<file path="config.mk">
export PLATFORM = sky130hd
export DESIGN_NAME = next_lexicographic_permutation_flat
export DESIGN_NICKNAME = d
export VERILOG_FILES = /design/src/hdl/nlp_pkg.sv /design/src/hdl/nlp_req_if.sv /design/src/hdl/nlp_rsp_if.sv /design/src/hdl/next_lexicographic_permutation.sv /design/src/hdl/nlp_reorder.sv /design/src/flat_wrapper.sv
export SDC_FILE = /design/constraint.sdc
export NUM_CORES = 1
export LEC_CHECK = 0
export BUFFER_PORTS_ARGS = -buffer_cell sky130_fd_sc_hd__buf_2
export CORE_ASPECT_RATIO = 1.2
export CORE_MARGIN = 2
export CORE_UTILIZATION = 40
export CTS_BUF_LIST = sky130_fd_sc_hd__clkbuf_8
export CTS_CLUSTER_SIZE = 20
export DETAILED_ROUTE_END_ITERATION = 7
export HOLD_SLACK_MARGIN = 0.03
export SLEW_MARGIN = 20
export SYNTH_ARGS = -nofsm -noshare
export SYNTH_HDL_FRONTEND = slang
export SYNTH_SLANG_ARGS = --single-unit
</file>
<file path="constraint.sdc">
create_clock -name clock -period 4.3 [get_ports clock]
set_input_delay 1.075 -clock clock [delete_from_list [all_inputs] [get_ports clock]]
set_output_delay 1.075 -clock clock [all_outputs]
set_load 0.01 [all_outputs]
</file>
<file path="src/hdl/nlp_pkg.sv">
// Package for the next lexicographic permutation block: sizes, types, lane helper.
// Depends on nothing; used by the interfaces and all RTL modules.
`timescale 1ns / 1ps

package nlp_pkg;

   localparam int ELEMENT_COUNT = 8;
   localparam int ELEMENT_WIDTH = 8;
   localparam int ROW_W         = 64;
   localparam int ACTIVE_LEN_W  = 4;
   localparam int IDX_W         = $clog2(ELEMENT_COUNT);
   localparam int LEN_W         = $clog2(ELEMENT_COUNT + 1);
   localparam int SRC_W         = LEN_W + 1;

   typedef logic [ELEMENT_WIDTH-1:0] elem_type;
   typedef logic [ROW_W-1:0]         row_type;
   typedef logic [IDX_W-1:0]         idx_type;
   typedef logic [LEN_W-1:0]         len_type;
   typedef logic [ACTIVE_LEN_W-1:0]  active_len_type;

   typedef struct packed {
      row_type row;
      len_type len;
      logic    found;
      idx_type pivot;
      idx_type swap_idx;
   } swap_plan_type;

   function automatic elem_type get_lane(row_type row, idx_type idx);
      return row[idx * ELEMENT_WIDTH +: ELEMENT_WIDTH];
   endfunction

endpackage

</file>
<file path="src/hdl/nlp_req_if.sv">
// Input channel carrying one packed row per transfer.
// Depends on nlp_pkg.
`timescale 1ns / 1ps

interface nlp_req_if import nlp_pkg::*; ();
   logic    valid;
   logic    ready;
   row_type row_in;

   modport source (output valid, output row_in, input ready);
   modport sink (input valid, input row_in, output ready);
endinterface

</file>
<file path="src/hdl/nlp_rsp_if.sv">
// Result channel carrying the next arrangement and its flag per transfer.
// Depends on nlp_pkg.
`timescale 1ns / 1ps

interface nlp_rsp_if import nlp_pkg::*; ();
   logic    valid;
   logic    ready;
   row_type row_out;
   logic    advanced;

   modport source (output valid, output row_out, output advanced, input ready);
   modport sink (input valid, input row_out, input advanced, output ready);
endinterface

</file>
<file path="src/hdl/next_lexicographic_permutation.sv">
// A request row passes through four register stages in order (ascent compare, pivot
// select, swap search, reorder) before its result is offered on the result channel.
// Throughput: one row per cycle while the result channel does not stall; a stalled
// result lets empty stages close up and then holds the whole pipe. Reset clears every
// stage valid bit and sets active_length to eight. Top level; depends on nlp_pkg,
// nlp_req_if, nlp_rsp_if, nlp_reorder.
`timescale 1ns / 1ps

module next_lexicographic_permutation import nlp_pkg::*; (
   input  logic           clock,
   input  logic           reset,
   input  logic           csr_write_enable,
   input  active_len_type csr_write_data,
   nlp_req_if.sink        req_ch,
   nlp_rsp_if.source      rsp_ch
);

   active_len_type active_length_ff;

   logic                     s1_valid_ff;
   row_type                  s1_row_ff;
   len_type                  s1_len_ff;
   logic [ELEMENT_COUNT-2:0] s1_asc_ff;
   len_type                  s1_len_in;
   logic [ELEMENT_COUNT-2:0] s1_asc_in;

   logic     s2_valid_ff;
   row_type  s2_row_ff;
   len_type  s2_len_ff;
   logic     s2_found_ff;
   idx_type  s2_pivot_ff;
   elem_type s2_pivot_val_ff;
   logic     s2_found_in;
   idx_type  s2_pivot_in;
   elem_type s2_pivot_val_in;

   logic          s3_valid_ff;
   swap_plan_type s3_plan_ff;
   swap_plan_type s3_plan_in;

   logic    out_valid_ff;
   row_type out_row_ff;
   logic    out_advanced_ff;
   row_type out_row_in;

   logic s1_ready;
   logic s2_ready;
   logic s3_ready;
   logic out_ready;

   assign out_ready    = !out_valid_ff || rsp_ch.ready;
   assign s3_ready     = !s3_valid_ff || out_ready;
   assign s2_ready     = !s2_valid_ff || s3_ready;
   assign s1_ready     = !s1_valid_ff || s2_ready;
   assign req_ch.ready = s1_ready;

   always_ff @(posedge clock) begin
      if (reset) begin
         active_length_ff <= ACTIVE_LEN_W'(ELEMENT_COUNT);
      end else if (csr_write_enable) begin
         active_length_ff <= csr_write_data;
      end
   end

   always_comb begin
      if (active_length_ff > ACTIVE_LEN_W'(ELEMENT_COUNT)) begin
         s1_len_in = LEN_W'(ELEMENT_COUNT);
      end else begin
         s1_len_in = LEN_W'(active_length_ff);
      end
      for (int i = 0; i < ELEMENT_COUNT - 1; i++) begin
         s1_asc_in[i] = (LEN_W'(i + 1) < s1_len_in) &&
            (get_lane(req_ch.row_in, IDX_W'(i)) < get_lane(req_ch.row_in, IDX_W'(i + 1)));
      end
   end

   always_ff @(posedge clock) begin
      if (reset) begin
         s1_valid_ff <= 1'b0;
      end else if (s1_ready) begin
         s1_valid_ff <= req_ch.valid;
      end
   end

   always_ff @(posedge clock) begin
      if (s1_ready) begin
         s1_row_ff <= req_ch.row_in;
         s1_len_ff <= s1_len_in;
         s1_asc_ff <= s1_asc_in;
      end
   end

   always_comb begin
      s2_found_in = |s1_asc_ff;
      s2_pivot_in = '0;
      for (int i = 0; i < ELEMENT_COUNT - 1; i++) begin
         if (s1_asc_ff[i]) begin
            s2_pivot_in = IDX_W'(i);
         end
      end
      s2_pivot_val_in = get_lane(s1_row_ff, s2_pivot_in);
   end

   always_ff @(posedge clock) begin
      if (reset) begin
         s2_valid_ff <= 1'b0;
      end else if (s2_ready) begin
         s2_valid_ff <= s1_valid_ff;
      end
   end

   always_ff @(posedge clock) begin
      if (s2_ready) begin
         s2_row_ff       <= s1_row_ff;
         s2_len_ff       <= s1_len_ff;
         s2_found_ff     <= s2_found_in;
         s2_pivot_ff     <= s2_pivot_in;
         s2_pivot_val_ff <= s2_pivot_val_in;
      end
   end

   always_comb begin
      s3_plan_in.row      = s2_row_ff;
      s3_plan_in.len      = s2_len_ff;
      s3_plan_in.found    = s2_found_ff;
      s3_plan_in.pivot    = s2_pivot_ff;
      s3_plan_in.swap_idx = '0;
      for (int j = 1; j < ELEMENT_COUNT; j++) begin
         if ((IDX_W'(j) > s2_pivot_ff) && (LEN_W'(j) < s2_len_ff) &&
             (get_lane(s2_row_ff, IDX_W'(j)) > s2_pivot_val_ff)) begin
            s3_plan_in.swap_idx = IDX_W'(j);
         end
      end
   end

   always_ff @(posedge clock) begin
      if (reset) begin
         s3_valid_ff <= 1'b0;
      end else if (s3_ready) begin
         s3_valid_ff <= s2_valid_ff;
      end
   end

   always_ff @(posedge clock) begin
      if (s3_ready) begin
         s3_plan_ff <= s3_plan_in;
      end
   end

   nlp_reorder u_reorder (
      .plan    (s3_plan_ff),
      .row_out (out_row_in)
   );

   always_ff @(posedge clock) begin
      if (reset) begin
         out_valid_ff <= 1'b0;
      end else if (out_ready) begin
         out_valid_ff <= s3_valid_ff;
      end
   end

   always_ff @(posedge clock) begin
      if (out_ready) begin
         out_row_ff      <= out_row_in;
         out_advanced_ff <= s3_plan_ff.found;
      end
   end

   assign rsp_ch.valid    = out_valid_ff;
   assign rsp_ch.row_out  = out_row_ff;
   assign rsp_ch.advanced = out_advanced_ff;

endmodule

</file>
<file path="src/hdl/nlp_reorder.sv">
// Swap and suffix reversal network of the last pipeline stage.
// Depends on nlp_pkg.
`timescale 1ns / 1ps

module nlp_reorder import nlp_pkg::*; (
   input  swap_plan_type plan,
   output row_type       row_out
);

   logic [SRC_W-1:0] src [ELEMENT_COUNT];
   idx_type          src_idx [ELEMENT_COUNT];
   elem_type         lane [ELEMENT_COUNT];

   always_comb begin
      row_out = plan.row;
      for (int k = 0; k < ELEMENT_COUNT; k++) begin
         // Lane k of the reversed suffix takes the element mirrored about it.
         src[k]     = SRC_W'(plan.pivot) + SRC_W'(plan.len) - SRC_W'(k);
         src_idx[k] = src[k][IDX_W-1:0];
         if (IDX_W'(k) == plan.pivot) begin
            lane[k] = get_lane(plan.row, plan.swap_idx);
         end else if (IDX_W'(k) > plan.pivot) begin
            if (src_idx[k] == plan.swap_idx) begin
               lane[k] = get_lane(plan.row, plan.pivot);
            end else begin
               lane[k] = get_lane(plan.row, src_idx[k]);
            end
         end else begin
            lane[k] = get_lane(plan.row, IDX_W'(k));
         end
         if (plan.found && (LEN_W'(k) < plan.len)) begin
            row_out[k*ELEMENT_WIDTH +: ELEMENT_WIDTH] = lane[k];
         end
      end
   end

endmodule

</file>
<file path="src/flat_wrapper.sv">
// flat-port wrapper written by rule: the top's interface ports become plain ports
module next_lexicographic_permutation_flat import nlp_pkg::*;
  (clock, reset, csr_write_enable, csr_write_data, req_ch_valid, req_ch_row_in, req_ch_ready, rsp_ch_valid, rsp_ch_row_out, rsp_ch_advanced, rsp_ch_ready);
  nlp_req_if req_ch_i ();
  nlp_rsp_if rsp_ch_i ();
  input  logic clock;
  input  logic reset;
  input  logic csr_write_enable;
  input  active_len_type csr_write_data;
  input wire logic [$bits(req_ch_i.valid)-1:0] req_ch_valid;
  input wire logic [$bits(req_ch_i.row_in)-1:0] req_ch_row_in;
  output wire logic [$bits(req_ch_i.ready)-1:0] req_ch_ready;
  output wire logic [$bits(rsp_ch_i.valid)-1:0] rsp_ch_valid;
  output wire logic [$bits(rsp_ch_i.row_out)-1:0] rsp_ch_row_out;
  output wire logic [$bits(rsp_ch_i.advanced)-1:0] rsp_ch_advanced;
  input wire logic [$bits(rsp_ch_i.ready)-1:0] rsp_ch_ready;
  assign req_ch_i.valid = req_ch_valid;
  assign req_ch_i.row_in = req_ch_row_in;
  assign req_ch_ready = req_ch_i.ready;
  assign rsp_ch_valid = rsp_ch_i.valid;
  assign rsp_ch_row_out = rsp_ch_i.row_out;
  assign rsp_ch_advanced = rsp_ch_i.advanced;
  assign rsp_ch_i.ready = rsp_ch_ready;
  next_lexicographic_permutation u_core (.clock(clock), .reset(reset), .csr_write_enable(csr_write_enable), .csr_write_data(csr_write_data), .req_ch(req_ch_i), .rsp_ch(rsp_ch_i));
endmodule
</file>
==> out/results.tsv, run 1 <==
metric	value	unit
drt first pass iters	5	
dominant cells by area after synthesis	edfxtp_1 (51%), mux4_2 (10%), ha_1 (7.8%), mux2i_1 (3.6%), nand2_1 (2.2%)	
RSZ-0062 raised after global routing	no	
Setup Fix Bufs, Post-CTS	0	
number of buffers created by CTS	49	
# diodes	0	
Leak Pwr	0.00802	µW
Hold Fails Final Rpt	0	
htree depth	2	
clk slew on worst S/H paths	0.06	ns
CTS Sinks	303	
synthesized area	0.0174	mm²
adder-cell area share of the yosys netlist	7.87	%
initial detailed-routing violation count	736	
largest net degree at the start of global routing	76	
maximum vdd drop	0.198	mV
num rows	83	
vias per std cell	5.82	
Max Cap Viol	0	
Crit Path Class	register to register	
CP Launch Type	register	
Syn. warnings	0	
flops & latches, synth	303	
detailed placement HPWL	39600	µm
syn_area_per_cell	13.0	µm²
Post-synth ARST share	0	%
Post-synth top cells	edfxtp_1 (295), ha_1 (108), nand2_1 (101), inv_1 (86), mux4_2 (77)	
area occupied by multi-input gates	0.00785	mm²
remaining antenna violation count	0	
I/O Pins	140	
crit path max fanout	32	
Clock Tree Buf Depth	3	
placer congestion estimate	0.919	
cts repair resizes	0	
crit end category	register	
final setup TNS	0	ns
cell area after layout	0.0197	mm²
simple-gate share of the synthesized area	8.98	%
global-route wire length before repair	75700	µm
layout cells sized above 1	22.9	%
Tightest Hold Check Type	register to register	
Sequential cell area	0.00902	mm²
WL/cell	24.1	µm
Port Buf Inserts	139	
share of the synthesized area in the top cell type	50.8	%
syn nets	1526	
Die H	233	µm
final wirelength	50300	µm
hold bufs inserted after CTS	0	
Slew Viols, Final	0	
starting density of the core	40.6	%
largest family of logic cells by synthesized area	multiplexers	
Critical Path RT	4.64	ns
most frequent cell after synthesis	edfxtp_1	
final count of negative-setup-slack endpoints	0	
drc violations	0	
initial antenna violation count	0	
register area share after synthesis	51.7	%
Yosys top cell by area	edfxtp_1	
vias in the first global route	12309	
Filler Cells Inserted	3896	
CTS tree	yes	
GR Overflow Total	0	
pwr/cell area	494	mW/mm²
fin util	45.9	%
Top FF cell, synth	edfxtp_1	
Yosys cell types	62	
Worst-Skew Late Latency	0.60	ns
Fmax	273	MHz
status	completed	
Cell Count, Final, Fillers Out	2087	
XOR/XNOR Fraction of Synth Area	1.35	%
EDFF count, synth	295	
fin crit period	3.66	ns
Worst slew margin	25.9	%
core area	0.0429	mm²
die width	195	µm
root buffer cell	clkbuf_8	
die area	0.0453	mm²
Vias	12141	
Gate Count Post-Synth	1344	
placed insts	2002	
post-layout net count	1683	
synthesis-to-finish area growth	13.0	%
Total GRT Usage	22.3	%
skew final	0.0384	ns
CP arrival	3.99	ns
mux cell area share after synthesis	16.3	%
Synth Area in Compound Gates	10.4	%
Worst-Margin Slew	1.11	ns
Fin Hold WS	0.393	ns
period utilization	85.0	%
placed cell area	0.0188	mm²
placed cells by master, fill, tap and decap left out, types with 12 or more instances in the layout:
cell type  Yosys  layout
o21ai_0       49      49
mux2_2        31      31
nor2b_1       35      35
o21ai_1       13      13
nand2_1      101      99
a211oi_1      26      26
buf_4          3      20
buf_2         21     139
mux4_2        77      77
nor2_1        67      67
and3_1        14      14
mux2_1        12      12
clkbuf_8       0      51
o221ai_1      16      16
edfxtp_1     295     295
inv_1         86      93
nand2b_1      15      15
nor3_1        22      22
mux2i_1       62      62
a21o_1        16      16
o22ai_1       21      21
a21oi_1       39      39
clkinv_1       0      12
a22oi_1       25      25
ha_1         108     107
nand3_1       43      43
worst max-delay path, cell delays in order, from the launching register on:
cell and delay, ns:
edfxtp_1 0.45, ha_2 0.22, fa_1 0.50, xnor2_4 0.25, xnor2_4 0.90, xnor2_2 0.17
buf_4 0.32, mux2_2 0.38, mux2i_1 0.12, o21ai_0 0.09
layout make-up:
cell class / instances / share of cell area, %
flip-flops and latches: 303 / 45.8
clock inverters: 34 / 1.18
clock buffers: 51 / 3.56
well taps: 552 / 3.51
multi-input cells: 900 / 39.8
repair buffers: 161 / 4.50
inverters: 86 / 1.64
per-stage QoR:
step	power, µW	setup WS [ns]
3_3_place_gp	7290	0.711
2_1_floorplan	6340	0.214
5_1_grt	10300	0.458
6_report	9720	0.643
4_1_cts	9800	0.651
3_5_place_dp	7360	0.653
power breakdown:
part / internal [µW] / switching (µW) / total [µW]
sequential: 3640 / 328 / 3970
clock: 1280 / 1140 / 2420
combinational: 1510 / 1820 / 3330
kinds of logic after synthesis:
kind of cell               count (synthesis)
xor gates and xnor gates                  14
DFF                                      303
AOI/OAI and AO/OA                        268
muxes                                    182
adders and majority gates                109
buffers and inverters                    141
and+or+nand+nor                          327
registers in the layout, summed over array words and instances (netlist names), 3 cells and up:
signal                   count
u_core.active_length_ff      4
u_core.rsp_ch.row_out       64
u_core.s1_asc_ff             7
u_core.s1_len_ff             4
u_core.s1_row_ff            64
u_core.s2_len_ff             4
u_core.s2_pivot_ff           3
u_core.s2_pivot_val_ff       8
u_core.s2_row_ff            64
u_core.s3_plan_ff           75
path summary, 6_finish.rpt:
path                                         endpoint  cells after the start  slack, ns                      startpoint
setup / recovery  u_core.rsp_ch.row_out[15]$_DFFE_PP_                      9       0.64  u_core.s3_plan_ff[7]$_DFFE_PP_
hold / removal         u_core.s2_row_ff[58]$_DFFE_PP_                      0       0.39  u_core.s1_row_ff[58]$_DFFE_PP_
setup reg to reg  u_core.rsp_ch.row_out[15]$_DFFE_PP_                      9       0.64  u_core.s3_plan_ff[7]$_DFFE_PP_
hold reg to reg        u_core.s2_row_ff[58]$_DFFE_PP_                      0       0.39  u_core.s1_row_ff[58]$_DFFE_PP_
layer usage:
metal / global-route usage, % / share of wire [%]
met5: 0 / 0
met2: 40.4 / 52
met1: 25.9 / 38
met4: 11.4 / 5.1
met3: 2.88 / 5.4
Note: power is estimated with default switching activity, not from simulation.
==> inputs of run 2 (changes only) <==
--- a/config.mk
+++ b/config.mk
@@ -5,6 +5,7 @@
 export SDC_FILE = /design/constraint.sdc
 export NUM_CORES = 1
 export LEC_CHECK = 0
+export ABC_AREA = 1
 export BUFFER_PORTS_ARGS = -buffer_cell sky130_fd_sc_hd__buf_2
 export CORE_ASPECT_RATIO = 1.2
 export CORE_MARGIN = 2
@@ -13,6 +14,7 @@
 export CTS_CLUSTER_SIZE = 20
 export DETAILED_ROUTE_END_ITERATION = 7
 export HOLD_SLACK_MARGIN = 0.03
+export PLACE_DENSITY = 0.62
 export SLEW_MARGIN = 20
 export SYNTH_ARGS = -nofsm -noshare
 export SYNTH_HDL_FRONTEND = slang
==> run 2 against run 1 <==
Flip-flop and latch count did not move; fmax increased by 1.3%; non-clock buffer count rose by 22; final cell count increased by 43%; global-route usage up 8.3 points; first-iteration DRC count rose by 94%; die area up 6.4%; synthesized area increased by 6.5%; critical path type unchanged; highest routed layer unchanged.
==> out/results.tsv, run 2 <==
metric	value	unit
maximum vdd drop	0.248	mV
Slew Viols, Final	0	
Vias	16572	
vias per std cell	5.54	
max reg flops	75	
Die H	240	µm
die width	201	µm
most common cell after layout, fill and taps aside	nand2_1	
cts repair resizes	0	
crit end category	register	
Total GRT Usage	30.6	%
final setup TNS	0	ns
syn nets	2378	
skew final	0.0542	ns
CP Launch Type	register	
layout cells sized above 1	12.7	%
Port Buf Inserts	139	
dominant cells by area after synthesis	edfxtp_1 (48%), nand2_1 (11%), ha_1 (7.3%), o21ai_0 (7.2%), inv_1 (4.9%)	
worst r2r src	u_core.s3_plan_ff[7]$_DFFE_PP_	
Clock Tree Buf Depth	3	
pwr/cell area	585	mW/mm²
Biggest register	u_core.s3_plan_ff	
Worst slew margin	20.0	%
syn_area_per_cell	8.45	µm²
initial detailed-routing violation count	1431	
Fin Hold WS	0.415	ns
die area	0.0482	mm²
FF-to-FF setup slack	0.69	ns
largest net degree at the start of global routing	81	
I/O Pins	140	
starting density of the core	40.5	%
Hold Crit Start	u_core.s2_row_ff[1]$_DFFE_PP_	
Post-synth top cells	nand2_1 (551), edfxtp_1 (295), o21ai_0 (266), inv_1 (241), nand3_1 (174)	
Top FF cell, synth	edfxtp_1	
placer congestion estimate	1.04	
placed cell area	0.0200	mm²
drc violations	0	
reg2reg path depth	12	
register area share after synthesis	48.6	%
final count of negative-setup-slack endpoints	0	
RSZ-0062 raised after global routing	no	
detailed placement HPWL	58500	µm
number of buffers created by CTS	48	
commonest cells after routing, fill and taps aside	nand2_1 (550), edfxtp_1 (295), o21ai_0 (266), inv_1 (251), nand3_1 (174)	
cell area after layout	0.0210	mm²
hold depth	0	
num rows	86	
EDFF count, synth	295	
Yosys top cell by area	edfxtp_1	
Yosys cell types	50	
global-route wire length before repair	106000	µm
Worst-Margin Slew	1.19	ns
Fmax	277	MHz
clk slew on worst S/H paths	0.06	ns
Critical Path RT	4.74	ns
flops & latches, synth	303	
Final WS setup	0.689	ns
Leak Pwr	0.00934	µW
Hold EP	u_core.s3_plan_ff[12]$_DFFE_PP_	
Setup Fix Bufs, Post-CTS	0	
Post-synth ARST share	0	%
crit path max fanout	30	
period utilization	84.0	%
Worst-Skew Late Latency	0.67	ns
Gate Count Post-Synth	2196	
pre-CTS WS	0.786	ns
share of the synthesized area in the top cell type	47.7	%
htree depth	2	
Syn. warnings	0	
CTS tree	yes	
CP arrival	4.05	ns
# diodes	0	
core area	0.0458	mm²
Hold Fails Final Rpt	0	
most frequent cell after synthesis	nand2_1	
fin crit period	3.61	ns
root buffer cell	clkbuf_8	
synthesized area	0.0186	mm²
WL/cell	24.7	µm
remaining antenna violation count	0	
hold bufs inserted after CTS	0	
drt first pass iters	8	
Filler Cells Inserted	4627	
GR Overflow Total	0	
Tightest Hold Check Type	register to register	
final wirelength	74100	µm
CTS Sinks	303	
synthesis-to-finish area growth	12.9	%
Crit Path Class	register to register	
reg2reg end	u_core.rsp_ch.row_out[11]$_DFFE_PP_	
vias in the first global route	16105	
status	completed	
post-layout net count	2523	
initial antenna violation count	0	
Max Cap Viol	0	
[run 2: cell types whose count changed after synthesis, moves of 31 or more]
cell      previous run  this run
nor2b_1             35         0
mux4_2              77         0
nand2_1            101       551
mux2_2              31         0
a21oi_1             39       166
mux2i_1             62         0
o211ai_1             3        38
inv_1               86       241
nand3_1             43       174
nor2_1              67       111
o21ai_0             49       266
[run 2: routing by layer]
metal / vias to the layer above / GRT usage (%) / wire length, µm
met5: - / 0 / 0
met4: 0 / 23.1 / 6350
met1: 7813 / 33.9 / 27700
met3: 218 / 4.32 / 4050
li1: 7847 / - / -
met2: 694 / 53.8 / 35900
[run 2: layout make-up]
class | instances | area, µm² | area share, %
well taps | 616 | 771 | 3.68
repair buffers | 183 | 1030 | 4.90
clock inverters | 39 | 292 | 1.39
clock buffers | 48 | 661 | 3.15
multi-input cells | 1556 | 8240 | 39.3
inverters | 249 | 946 | 4.51
flip-flops and latches | 303 | 9020 | 43.0
[run 2: through the flow]
| stage | util [%] | instances | power (µW) |
|---|---|---|---|
| after global routing | 45.7 | 2994 | 12900 |
| after detailed placement | 43.6 | 2907 | 9690 |
| after global placement | 43.6 | 2907 | 9690 |
| after floorplan | - | 2196 | 7350 |
| final | 45.7 | 2994 | 12300 |
| after CTS | 45.7 | 2994 | 12200 |
[run 2: critical path: stages, from the launching register on]
cell and delay (ns):
edfxtp_1 0.46, ha_4 0.20, fa_1 0.63, buf_4 0.34, inv_1 0.10, ha_1 0.22
inv_1 0.09, nand3_1 0.10, nand2_1 0.50, nand2_1 0.16, nand3_1 0.17, nand3_1 0.18
a21oi_1 0.24
[run 2: power by group]
group          internal (µW)  switching (µW)  total [µW]
Sequential              3710             274        3980
Combinational           1590            4190        5770
Clock                   1300            1200        2500
Total                   6590            5660       12300
[run 2: how the worst max path moves through the flow]
stage | endpoint | from | slack (ns) | cells after the start
after floorplan | u_core.s2_found_ff$_DFFE_PP_ | rsp_ch_ready | -1.07 | 6
after global placement | u_core.rsp_ch.row_out[13]$_DFFE_PP_ | u_core.s3_plan_ff[7]$_DFFE_PP_ | 0.80 | 12
after detailed placement | u_core.rsp_ch.row_out[11]$_DFFE_PP_ | u_core.s3_plan_ff[7]$_DFFE_PP_ | 0.79 | 12
after CTS | u_core.rsp_ch.row_out[11]$_DFFE_PP_ | u_core.s3_plan_ff[7]$_DFFE_PP_ | 0.76 | 12
after global routing | u_core.rsp_ch.row_out[35]$_DFFE_PP_ | u_core.s3_plan_ff[7]$_DFFE_PP_ | 0.56 | 13
final | u_core.rsp_ch.row_out[11]$_DFFE_PP_ | u_core.s3_plan_ff[7]$_DFFE_PP_ | 0.69 | 12
[run 2: cells by family after synthesis]
logic type                 count (synthesis)  share of synthesized area (%)
xor gates and xnor gates                   3                          0.182
AOI/OAI and AO/OA                        533                           15.4
DFF                                      303                           48.6
buffers and inverters                    337                           7.31
adders and majority gates                109                           7.39
and+or+nand+nor                          911                           21.1
==> inputs of run 3 (changes only) <==
==> constraint.sdc (replaced) <==
create_clock -name clock -period 3.39 [get_ports clock]
set_input_delay 0.8475 -clock clock [delete_from_list [all_inputs] [get_ports clock]]
set_output_delay 0.8475 -clock clock [all_outputs]
set_load 0.01 [all_outputs]
==> run 3 against run 2 <==
Setup slack lost 0.53 ns; via count is essentially flat; core utilization grew 1.0 points; global-route usage is essentially flat; critical endpoint is now u_core.rsp_ch.row_out[30]$_DFFE_PP_.
==> out/results.tsv, run 3 (synthesized netlist as in run 2, its figures left out) <==
metric	value	unit
commonest cells after routing, fill and taps aside	nand2_1 (550), edfxtp_1 (295), o21ai_0 (266), inv_1 (251), nand3_1 (174)	
FF-to-FF setup slack	0.16	ns
Flop pwr share	31.2	%
RSZ-0062 raised after global routing	no	
CP Launch Type	register	
clock power share	18.9	%
switching share of power	45.7	%
cts repair resizes	0	
skew final	0.0746	ns
die area	0.0482	mm²
pre-CTS WS	0.127	ns
Final WS setup	0.158	ns
period utilization	95.3	%
Die H	240	µm
# diodes	0	
Clock Tree Buf Depth	3	
Worst-Skew Late Latency	0.68	ns
Critical Path, Cell by Cell	ha_4 -> fa_1 -> ha_1 -> inv_1 -> buf_12 -> buf_4 -> nand2_1 -> o21ai_0 -> buf_4 -> o21ai_0 -> nand2_1 -> nand3_1 -> nand2_1 -> nand2_1 -> nand2_1	
GR Overflow Total	0	
Comb pwr share	49.9	%
switching pwr	7380	µW
largest net degree at the start of global routing	82	
clk slew on worst S/H paths	0.06	ns
die width	201	µm
max reg flops	75	
Pint	8770	µW
synthesis-to-finish area growth	15.4	%
Worst-Margin Slew	1.02	ns
detailed placement HPWL	59400	µm
drc violations	0	
initial detailed-routing violation count	1399	
Tightest Hold Check Type	input pin to register	
crit path max fanout	27	
final setup TNS	0	ns
most common cell after layout, fill and taps aside	nand2_1	
Max stage delay on crit path	0.57	ns
reg2reg path depth	15	
Port Buf Inserts	139	
remaining antenna violation count	0	
crit end category	register	
WL/cell	24.4	µm
Crit-path slowest cell	fa_1	
Total GRT Usage	30.6	%
Hold EP	u_core.s1_row_ff[40]$_DFFE_PP_	
post-layout net count	2584	
Fmax	309	MHz
placer congestion estimate	0.957	
final count of negative-setup-slack endpoints	0	
starting density of the core	40.5	%
status	completed	
CTS Sinks	303	
maximum vdd drop	0.395	mV
CP arrival	3.65	ns
hold depth	1	
Leak Pwr	0.00965	µW
Vias	16581	
placed insts	2963	
worst r2r src	u_core.s3_plan_ff[3]$_DFFE_PP_	
Max Cap Viol	0	
Hold Fails Final Rpt	0	
CTS tree	yes	
root buffer cell	clkbuf_8	
most prevalent standard cell on the critical path	nand2_1	
Cell Count, Final, Fillers Out	3056	
Hold Crit Start	req_ch_row_in[40]	
global-route wire length before repair	105000	µm
Worst slew margin	31.9	%
drt first pass iters	6	
core area	0.0458	mm²
Crit Path Class	register to register	
vias per std cell	5.43	
htree depth	2	
num rows	86	
layout cells sized above 1	15.0	%
vias in the first global route	15644	
number of buffers created by CTS	49	
initial antenna violation count	0	
Biggest register	u_core.s3_plan_ff	
Critical Path RT	3.81	ns
final wirelength	74500	µm
pwr/cell area	753	mW/mm²
reg2reg end	u_core.rsp_ch.row_out[30]$_DFFE_PP_	
fin crit period	3.23	ns
I/O Pins	140	
Slew Viols, Final	0	
run 3: critical path: cells and delay by family, from the launching register on:
family,cells,cell delay [ns]
buffers and inverters,4,0.62
and+or+nand+nor,6,0.37
AOI/OAI and AO/OA,2,0.44
DFF,1,0.43
adders and majority gates,3,1.18
run 3: metrics by stage:
step	total power [µW]	hold slack (ns)	util (%)	area, µm²
floorplan	9320	0.400	-	18600
global placement	12900	0.404	44.7	20500
detailed placement	12900	0.406	44.7	20500
CTS	16000	0.370	46.7	21400
global route	17000	0.384	46.8	21400
finish	16100	0.420	46.8	21400
run 3: power groups by stage:
stage          sequential, µW  clock (µW)  combinational, µW
2_1_floorplan            5090           0               4240
3_3_place_gp             5110           0               7810
3_5_place_dp             5120           0               7820
4_1_cts                  5040        3110               7830
5_1_grt                  5080        3270               8630
6_report                 5040        3050               8050
run 3: layout make-up:
type | count | area, µm²
fill | 4669 | 24400
sequential | 303 | 9020
multi-input combinational | 1556 | 8240
timing repair buffer | 243 | 1540
inverter | 249 | 946
tap | 616 | 771
clock buffer | 49 | 674
clock inverter | 40 | 248
run 3: what timing repair did:
action                     in CTS  in global routing
setup buffers                   0                  4
hold buffers                    0                  0
setup endpoints to repair       0                  7
run 3: how the worst max path moves through the flow:
stage	cells past startpoint	slack (ns)	startpoint	endpoint
4_1_cts	11	0.15	u_core.s3_plan_ff[3]$_DFFE_PP_	u_core.rsp_ch.row_out[60]$_DFFE_PP_
2_1_floorplan	6	-1.76	rsp_ch_ready	u_core.s2_found_ff$_DFFE_PP_
3_3_place_gp	11	0.17	u_core.s3_plan_ff[3]$_DFFE_PP_	u_core.rsp_ch.row_out[60]$_DFFE_PP_
6_report	15	0.16	u_core.s3_plan_ff[3]$_DFFE_PP_	u_core.rsp_ch.row_out[30]$_DFFE_PP_
5_1_grt	13	0.04	u_core.s3_plan_ff[3]$_DFFE_PP_	u_core.rsp_ch.row_out[45]$_DFFE_PP_
3_5_place_dp	11	0.13	u_core.s3_plan_ff[3]$_DFFE_PP_	u_core.rsp_ch.row_out[60]$_DFFE_PP_
run 3: per-layer routing:
metal  track usage (%)  wire length (µm)
met5                 0                 0
met2              54.2             36700
met4              19.6              5280
met3              3.55              3900
met1              35.5             28700
